==> src/hw/rtl/btmx_pkg.sv <==
// btmx_pkg: types and constants of the max-xor binary trie block
// node word layout, operation and status codes, sequencer states
// no dependencies; imported by btmx_mem, btmx_walk and binary_trie_max_xor
package btmx_pkg;

	localparam int KEY_W     = 31;
	localparam int KEY_BITS  = 31;
	localparam int NODE_POOL = 8192;
	localparam int NODE_W    = $clog2(NODE_POOL);
	localparam int FREE_W    = NODE_W + 1;
	localparam int CNT_W     = 24;
	localparam int LVL_W     = (KEY_BITS > 1) ? $clog2(KEY_BITS) : 1;

	localparam logic [LVL_W-1:0]  LVL_TOP   = LVL_W'(KEY_BITS - 1);
	localparam logic [CNT_W-1:0]  CNT_MAX   = '1;
	localparam logic [NODE_W-1:0] NULL_NODE = '0;

	typedef enum logic [1:0] {
		OP_INSERT = 2'd0,
		OP_DELETE = 2'd1,
		OP_QUERY  = 2'd2
	} op_t;

	typedef enum logic [1:0] {
		STAT_OK     = 2'd0,
		STAT_EMPTY  = 2'd1,
		STAT_FULL   = 2'd2,
		STAT_ABSENT = 2'd3
	} stat_t;

	typedef enum logic [2:0] {
		ST_IDLE,
		ST_CHK,
		ST_CHK_END,
		ST_COMMIT,
		ST_COMMIT_END,
		ST_QRY,
		ST_QRY_END,
		ST_RESP
	} state_t;

	typedef struct packed {
		logic [NODE_W-1:0] left;
		logic [NODE_W-1:0] right;
		logic [CNT_W-1:0]  cnt;
	} node_t;

	typedef struct packed {
		logic [NODE_W-1:0] raddr_a;
		logic [NODE_W-1:0] raddr_b;
		logic              we;
		logic [NODE_W-1:0] waddr;
		node_t             wdata;
	} mem_req_t;

	typedef struct packed {
		stat_t            status;
		logic [KEY_W-1:0] best;
	} res_t;

endpackage

==> src/hw/rtl/btmx_walk.sv <==
// btmx_walk: level-by-level trie walk sequencer with root pointers and free counter
// runs the check, commit and query walks over the node pool in btmx_mem
// depends on btmx_pkg
module btmx_walk (
	input  logic                     clk,
	input  logic                     arst_n,
	input  logic                     cmd_valid,
	output logic                     cmd_ready,
	input  logic [1:0]               kind,
	input  logic [btmx_pkg::KEY_W-1:0] key,
	output btmx_pkg::mem_req_t       req,
	input  btmx_pkg::node_t          rd_a,
	input  btmx_pkg::node_t          rd_b,
	output logic                     res_valid,
	input  logic                     res_ready,
	output btmx_pkg::res_t           res
);
	import btmx_pkg::*;

	state_t              state_q, state_d;
	logic [FREE_W-1:0]   next_free_q, next_free_d;
	logic [NODE_W-1:0]   root_l_q, root_l_d;
	logic [NODE_W-1:0]   root_r_q, root_r_d;

	logic [1:0]          kind_q, kind_d;
	logic [KEY_BITS-1:0] key_q, key_d;
	logic [LVL_W-1:0]    lvl_q, lvl_d;
	logic                first_q, first_d;
	logic                cur_new_q, cur_new_d;
	logic [NODE_W-1:0]   cur_idx_q, cur_idx_d;
	logic                want_null_q, want_null_d;
	logic                same_null_q, same_null_d;
	logic [KEY_W-1:0]    acc_q, acc_d;
	stat_t               status_q, status_d;

	node_t               root_w;
	logic                bit_k;
	logic                live_a;
	logic                live_b;
	logic                is_ins;
	logic [FREE_W-1:0]   need;
	logic [FREE_W-1:0]   avail;

	assign root_w = '{left: root_l_q, right: root_r_q, cnt: '0};
	assign bit_k  = key_q[lvl_q];
	assign live_a = !want_null_q && (rd_a.cnt != '0);
	assign live_b = !same_null_q && (rd_b.cnt != '0);
	assign is_ins = (kind_q == OP_INSERT);
	assign need   = FREE_W'(lvl_q) + FREE_W'(1);
	assign avail  = FREE_W'(NODE_POOL) - next_free_q;

	always_comb begin
		node_t             cur;
		node_t             upd;
		logic [NODE_W-1:0] ptr;
		logic [NODE_W-1:0] nx;
		logic [NODE_W-1:0] want;
		logic [NODE_W-1:0] same;

		state_d     = state_q;
		next_free_d = next_free_q;
		root_l_d    = root_l_q;
		root_r_d    = root_r_q;
		kind_d      = kind_q;
		key_d       = key_q;
		lvl_d       = lvl_q;
		first_d     = first_q;
		cur_new_d   = cur_new_q;
		cur_idx_d   = cur_idx_q;
		want_null_d = want_null_q;
		same_null_d = same_null_q;
		acc_d       = acc_q;
		status_d    = status_q;

		cur  = root_w;
		upd  = root_w;
		ptr  = NULL_NODE;
		nx   = NULL_NODE;
		want = NULL_NODE;
		same = NULL_NODE;

		req         = '0;
		req.waddr   = cur_idx_q;
		cmd_ready   = 1'b0;
		res_valid   = 1'b0;

		case (state_q)
			ST_IDLE: begin
				cmd_ready = 1'b1;
				if (cmd_valid) begin
					kind_d   = kind;
					key_d    = key[KEY_BITS-1:0];
					lvl_d    = LVL_TOP;
					first_d  = 1'b1;
					acc_d    = '0;
					status_d = STAT_OK;
					case (kind)
						OP_INSERT, OP_DELETE: state_d = ST_CHK;
						OP_QUERY:             state_d = ST_QRY;
						default:              state_d = ST_RESP;
					endcase
				end
			end

			ST_CHK: begin
				cur = first_q ? root_w : rd_a;
				ptr = bit_k ? cur.right : cur.left;
				if (!first_q && is_ins && cur.cnt == CNT_MAX) begin
					status_d = STAT_FULL;
					state_d  = ST_RESP;
				end else if (!first_q && !is_ins && cur.cnt == '0) begin
					status_d = STAT_ABSENT;
					state_d  = ST_RESP;
				end else if (ptr == NULL_NODE) begin
					if (!is_ins) begin
						status_d = STAT_ABSENT;
						state_d  = ST_RESP;
					end else if (need > avail) begin
						status_d = STAT_FULL;
						state_d  = ST_RESP;
					end else begin
						lvl_d     = LVL_TOP;
						first_d   = 1'b1;
						cur_new_d = 1'b0;
						cur_idx_d = NULL_NODE;
						state_d   = ST_COMMIT;
					end
				end else begin
					req.raddr_a = ptr;
					first_d     = 1'b0;
					if (lvl_q == '0) begin
						state_d = ST_CHK_END;
					end else begin
						lvl_d = lvl_q - LVL_W'(1);
					end
				end
			end

			ST_CHK_END: begin
				if (is_ins && rd_a.cnt == CNT_MAX) begin
					status_d = STAT_FULL;
					state_d  = ST_RESP;
				end else if (!is_ins && rd_a.cnt == '0) begin
					status_d = STAT_ABSENT;
					state_d  = ST_RESP;
				end else begin
					lvl_d     = LVL_TOP;
					first_d   = 1'b1;
					cur_new_d = 1'b0;
					cur_idx_d = NULL_NODE;
					state_d   = ST_COMMIT;
				end
			end

			ST_COMMIT: begin
				cur = first_q ? root_w : (cur_new_q ? node_t'('0) : rd_a);
				upd = cur;
				upd.cnt = is_ins ? cur.cnt + CNT_W'(1) : cur.cnt - CNT_W'(1);
				ptr = bit_k ? cur.right : cur.left;
				nx  = ptr;
				cur_new_d = 1'b0;
				if (ptr == NULL_NODE) begin
					nx          = next_free_q[NODE_W-1:0];
					next_free_d = next_free_q + FREE_W'(1);
					cur_new_d   = 1'b1;
					if (bit_k) begin
						upd.right = nx;
					end else begin
						upd.left = nx;
					end
				end
				if (first_q) begin
					root_l_d = upd.left;
					root_r_d = upd.right;
				end else begin
					req.we    = 1'b1;
					req.wdata = upd;
				end
				req.raddr_a = nx;
				cur_idx_d   = nx;
				first_d     = 1'b0;
				if (lvl_q == '0) begin
					state_d = ST_COMMIT_END;
				end else begin
					lvl_d = lvl_q - LVL_W'(1);
				end
			end

			ST_COMMIT_END: begin
				cur = cur_new_q ? node_t'('0) : rd_a;
				upd = cur;
				upd.cnt = is_ins ? cur.cnt + CNT_W'(1) : cur.cnt - CNT_W'(1);
				req.we    = 1'b1;
				req.wdata = upd;
				status_d  = STAT_OK;
				state_d   = ST_RESP;
			end

			ST_QRY: begin
				if (!first_q && !live_a && !live_b) begin
					status_d = STAT_EMPTY;
					state_d  = ST_RESP;
				end else begin
					cur = first_q ? root_w : (live_a ? rd_a : rd_b);
					if (!first_q) begin
						acc_d = {acc_q[KEY_W-2:0], live_a};
					end
					want = bit_k ? cur.left : cur.right;
					same = bit_k ? cur.right : cur.left;
					req.raddr_a = want;
					req.raddr_b = same;
					want_null_d = (want == NULL_NODE);
					same_null_d = (same == NULL_NODE);
					first_d     = 1'b0;
					if (lvl_q == '0) begin
						state_d = ST_QRY_END;
					end else begin
						lvl_d = lvl_q - LVL_W'(1);
					end
				end
			end

			ST_QRY_END: begin
				if (!live_a && !live_b) begin
					status_d = STAT_EMPTY;
				end else begin
					acc_d    = {acc_q[KEY_W-2:0], live_a};
					status_d = STAT_OK;
				end
				state_d = ST_RESP;
			end

			ST_RESP: begin
				res_valid = 1'b1;
				if (res_ready) begin
					state_d = ST_IDLE;
				end
			end

			default: begin
				state_d = ST_IDLE;
			end
		endcase
	end

	assign res.status = status_q;
	assign res.best   = (status_q == STAT_OK) ? acc_q : '0;

	always_ff @(posedge clk or negedge arst_n) begin
		if (!arst_n) begin
			state_q     <= ST_IDLE;
			next_free_q <= FREE_W'(1);
			root_l_q    <= NULL_NODE;
			root_r_q    <= NULL_NODE;
		end else begin
			state_q     <= state_d;
			next_free_q <= next_free_d;
			root_l_q    <= root_l_d;
			root_r_q    <= root_r_d;
		end
	end

	always_ff @(posedge clk) begin
		kind_q      <= kind_d;
		key_q       <= key_d;
		lvl_q       <= lvl_d;
		first_q     <= first_d;
		cur_new_q   <= cur_new_d;
		cur_idx_q   <= cur_idx_d;
		want_null_q <= want_null_d;
		same_null_q <= same_null_d;
		acc_q       <= acc_d;
		status_q    <= status_d;
	end

	a_free_bound: assert property (@(posedge clk) disable iff (!arst_n)
		next_free_q <= FREE_W'(NODE_POOL))
		else $error("node pool counter past pool size");

	a_free_commit: assert property (@(posedge clk) disable iff (!arst_n)
		state_q != ST_COMMIT |=> $stable(next_free_q))
		else $error("node allocated outside commit walk");

	a_we_commit: assert property (@(posedge clk) disable iff (!arst_n)
		req.we |-> (state_q == ST_COMMIT || state_q == ST_COMMIT_END))
		else $error("node write outside commit walk");

	a_we_root: assert property (@(posedge clk) disable iff (!arst_n)
		req.we |-> (req.waddr != NULL_NODE && req.waddr != req.raddr_a))
		else $error("node write hits root or the node being read");

	a_accept: assert property (@(posedge clk) disable iff (!arst_n)
		cmd_valid && cmd_ready |=> state_q != ST_IDLE)
		else $error("item accepted but sequencer stayed idle");

endmodule
==> config.mk <==
export PLATFORM = sky130hd
export DESIGN_NAME = btmx_walk
export DESIGN_NICKNAME = d
export VERILOG_FILES = /design/src/hw/rtl/btmx_pkg.sv /design/src/hw/rtl/btmx_walk.sv
export SDC_FILE = /design/constraint.sdc
export NUM_CORES = 1
export LEC_CHECK = 0
export BUFFER_PORTS_ARGS = -buffer_cell sky130_fd_sc_hd__buf_2
export CAP_MARGIN = 20
export CORE_AREA = 2 2 139 209
export DETAILED_ROUTE_END_ITERATION = 10
export DIE_AREA = 0 0 141 211
export GPL_ROUTABILITY_DRIVEN = 1
export PLACE_DENSITY = 0.71
export SLEW_MARGIN = 15
export SYNTH_ARGS = -nofsm -noshare
export SYNTH_HDL_FRONTEND = slang
export SYNTH_SLANG_ARGS = --single-unit
==> constraint.sdc <==
create_clock -name clk -period 6.7 [get_ports clk]
set_clock_uncertainty 0.2 [all_clocks]
set_input_delay 0.67 -clock clk [delete_from_list [all_inputs] [get_ports clk]]
set_output_delay 0.67 -clock clk [all_outputs]
set_load 0.02 [all_outputs]
======== Word level (Yosys, flattened, before mapping) ========
Index checks and enable logic that the tools add are counted.
cells by class
  shifts and indexed selects .............. 0
  reduce and logical (&&, ||, !) cells .... 45
  divide/modulo/power cells ............... 0
  $lt $le $gt $ge ......................... 2
  multipliers ............................. 0
  add/subtract/negate cells ............... 8
  equal/unequal tests ..................... 32
  bitwise gates (word level) .............. 1
  multiplexer cells ....................... 99
operators by type and width
  operator                  number
  $mux W50                  6
  $mux W13                  18
  $mux W31                  5
  $pmux W50 S2              1
  $pmux W31 S3              1
  $pmux W13 S3              2
  $logic_not A13 Y1         4
  $mux W26                  2
  $mux W5                   10
  $add A24 B1 Y24 const B   2
  $eq A24 B24 Y1 const B    2
  $logic_not A24 Y1         2
  $mux W24                  2
  $reduce_bool A24 Y1       2
  $sub A24 B1 Y24 const B   2
  $mux W3                   13
  $ne A2 B2 Y1 const B      14
  $pmux W5 S5               1
  $mux W1                   22
  $pmux W3 S7               1
  $mux W2                   9
  $add A14 B1 Y14 const B   1
  $gt A6 B14 Y1             1
  $sub A14 B14 Y14 const A  1
  other kinds (32)          63
storage, ports and cells
  word-level logic and storage cells ...... 201
  bits in writable memories ............... 0
  memories ................................ 0
  bits in registers ....................... 131
  bits in read-only memories .............. 0
  bits of input ports ..................... 137
  latch bits .............................. 0
  output and inout port bits .............. 125

======== Logic depth before layout (Yosys ltp) ========
  word-level depth ........................ 8
  depth in mapped cells ................... 17
  depth with buffers taken out ............ 13

======== Worst setup path before layout ========
No wires, ideal clock.
  path type ............................... register to output
  start ................................... register first_q
  end ..................................... output port req[22] in the netlist's numbering
  cell stages (with the launch flop) ...... 18
  path slack .............................. 1.686 ns
  data required time ...................... 5.830 ns
  buffers on the path ..................... 5
  arrival ................................. 4.144 ns
  cells stage by stage .................... edfxtp_1 > buf_2 > buf_1 > buf_2 > inv_1 > buf_1 > buf_2 > nand2_1 > fa_1 > nor2b_1 > o221ai_1 > a2111oi_0 > a211oi_1 > a21oi_1 > a211oi_1 > a21oi_1 > xnor2_1 > o22ai_1
RTL lines
  element                 line              text
  start, declared         btmx_walk.sv:28   logic first_q, first_d;
  start signal, assigned  btmx_walk.sv:267  first_q <= first_d;
  end, declared           btmx_walk.sv:11   output btmx_pkg::mem_req_t req,

==> impl_metrics.yaml <==
timing:
  hold_violations: 0
  period_share_pct: 85.38
  rsz0062_at_grt: "false"
  drv_slew: 0
  worst_pin_slew_ps: 1092
  setup_viol: 0
  fmax_mhz: 174.8
  slew_headroom_pct: 27.21
  fin_crit_ps: 5721
  fin_tns_setup_ps: 0
logic_synthesis:
  synth_edf_count: 88
  yosys-top-cells-area: "edfxtp_1, dfrtp_1, ha_1"
  synth_top_family_by_area: "simple AND/OR/NAND/NOR gates"
  yosys.area.top_type_share_pct: 23.85
  synthXorXnorAreaFrac_pct: 5.137
  syn_area_um2: 11080
  avgSynthCellArea_um2: 9.181
  yosysSeqAreaShare_pct: 33.57
  async_flop_share_pct: 32.82
  netlist_instances: 1207
  synth-seq-cells: 131
  yosys.area_share.simple_pct: 21.71
  yosys.cell_types.count: 74
  synth_compound_area_share_pct: 18.84
  synthAdderAreaFrac_pct: 6.458
  syn_nets: 1400
  synth_most_common_cell: "nor2_1"
  yosysWarnings: 0
  ys_top_cells_by_count: "nor2_1, edfxtp_1, and2_1, nand2_1, a21oi_1"
  yosysTopAreaCell: "edfxtp_1"
  synthMuxAreaShare_pct: 10.52
  synth_ff_type: "edfxtp_1"
global_routing:
  antenna_found_initial: 1
  grt_usage_pct: 26.33
  grt_pass1_wl_um: 60110
  grt_max_degree: 69
  grt_overflow: 0
  grt_pass1_vias: 10850
layout:
  nNetsFinal: 1627
  fin_area_um2: 13340
  drive_above_1_share_pct: 25.78
  areaGrowthSynthToFinish_pct: 20.38
routing:
  dr.pass1.iters: 6
  drc: 0
  drt_iter0_markers: 965
  wl_met2_um: 20430
  route.top_layer_used: "met4"
  dr_wl_met3_um: 2879
  wl_per_cell_um: 22.27
  vias: 10930
  viasPerCell: 6.092
  ant_nets: 0
  drt_wl_total_um: 39960
  wl_met1_um: 14610
clocking:
  insertion_delay_ps: 440
  cts_made_buffers: 17
  ctsHtreeMaxLevel: 4
  ctsResizeCount: 0
  root_buffer: "clkbuf_16"
  cts.sinks: 131
  path_clk_slew_ps: 60
  cts_tree: "yes"
  clock_path_buffers: 2
placement:
  dp_hpwl_um: 30640
  place_area_um2: 12700
  port_buffers: 261
  gp_congestion: 0.9597
setup_path:
  reg2reg_to: "root_r_q[4]"
  path_class: "register to primary output"
  crit_path_frequent_cell: "nor2_1"
  crit_fanout: 25
  worstPathArrival_ps: 4850
  worst_setup_path_start_kind: "register"
  reg2reg_slack_ps: 2070
  cp_cell_sequence: "mux4_1, mux4_2, nor2_1, a31oi_4, mux2i_1, nor4_4, buf_4, and3_1, a21oi_1, nor2_1, buf_2"
  r2r_start: "lvl_q[0]"
  slowest_delay_ps: 780
  ff2ff_path_depth: 10
  slowest_stage: "edfxtp_1"
  required_ps: 5830
  end_kind: "primary output"
pwr:
  ir_worst_vdd_v: 0.0002792
  p_leak_nw: 6.150
  power_density_nw_per_um2: 446.1
job:
  cap_violations: 0
die:
  die_width_um: 141
  fp.dieH_um: 211
  initial_core_util_pct: 39.76
  rows: 75
  core_um2: 27870
  die_area_um2: 29750
  ios: 262
min_path:
  hold_class: "input pin to register"
  hp-start: "key[8]"
  min_to: "key_q[8]"
  hold_depth: 1
status:
  status: "finished, final reports clean"
-- worst max-delay path, delay by kind of cell (launching register included) --
family | cells | cell delay [ps]
flip-flops | 1 | 780
multiplexers | 3 | 1390
AO/OA/AOI/OAI | 2 | 340
AND/OR/NAND/NOR | 4 | 1450
buffers and inverters | 2 | 430
-- cell families after synthesis --
| logic type | after synthesis |
|---|---|
| AOI/OAI and AO/OA | 305 |
| buffers and inverters | 104 |
| DFF | 131 |
| adders and majority gates | 56 |
| xor gates and xnor gates | 65 |
| and+or+nand+nor | 458 |
| muxes | 88 |
-- metrics by stage --
| step | total power, W | utilization (%) | setup WS (ps) | hold slack (ps) | cells |
|---|---|---|---|---|---|
| after floorplan | 0.003890 | - | 1686 | 174.4 | 1207 |
| after global placement | 0.004912 | 45.55 | 1638 | 277.7 | 1757 |
| after detailed placement | 0.004958 | 45.58 | 1481 | 284.5 | 1758 |
| after CTS | 0.005915 | 47.71 | 997.2 | 195.0 | 1790 |
| after global routing | 0.006303 | 47.87 | 728.8 | 196.3 | 1794 |
| final | 0.005951 | 47.87 | 979.4 | 206.2 | 1794 |
-- power breakdown --
part,internal [W],switching [W]
clock,0.000558,0.000391
combinational,0.00140,0.00223
sequential,0.00113,0.000237
total,0.00309,0.00286
-- state kept, by name, summed over array words and instances, names as in the netlist --
name         cells
same_null_q      1
root_l_q        13
kind_q           2
next_free_q     14
root_r_q        13
key_q           31
status_q         2
state_q          3
want_null_q      1
cur_new_q        1
cur_idx_q       13
acc_q           31
lvl_q            5
first_q          1
-- final cells by class --
class                   count  area [um2]
multi-input cells         972        6992
well taps                 346       432.9
flip-flops and latches    131        3720
repair buffers            283        1490
diodes                      1       2.502
fillers                  2694       14530
inverters                  29       108.9
clock inverters            15       168.9
clock buffers              17       425.4
-- layout by cell type (no fill, tap or decap), types with 42 or more instances in the layout --
cell type,netlist,final
nand2_1,86,86
o21ai_0,56,56
nor2_1,105,104
edfxtp_1,88,88
and2_1,86,86
buf_2,15,261
dfrtp_1,42,42
a21oi_1,69,69
ha_1,54,54
mux2i_1,52,52
a21o_1,43,43
-- routing by layer --
layer,track usage [%],vias to the layer above
met4,13.48,0
met1,29.95,5226
met3,4.602,124
met5,0,-
li1,-,4993
met2,47.13,586
-- how the worst max path moves through the flow --
stage	startpoint	to	slack [ps]
6_report	lvl_q[0]	req[29]	980
5_1_grt	lvl_q[0]	req[29]	730
4_1_cts	lvl_q[0]	req[29]	1000
3_5_place_dp	lvl_q[0]	req[29]	1480
3_3_place_gp	lvl_q[0]	req[29]	1640
2_1_floorplan	first_q	req[22]	1690
-- what timing repair did --
item / 4_1_cts / 5_1_grt
buffers inserted: 0 / 0
hold endpoints to repair: 0 / 10
hold buffers: 0 / 1
(Power assumes the default switching activity.)
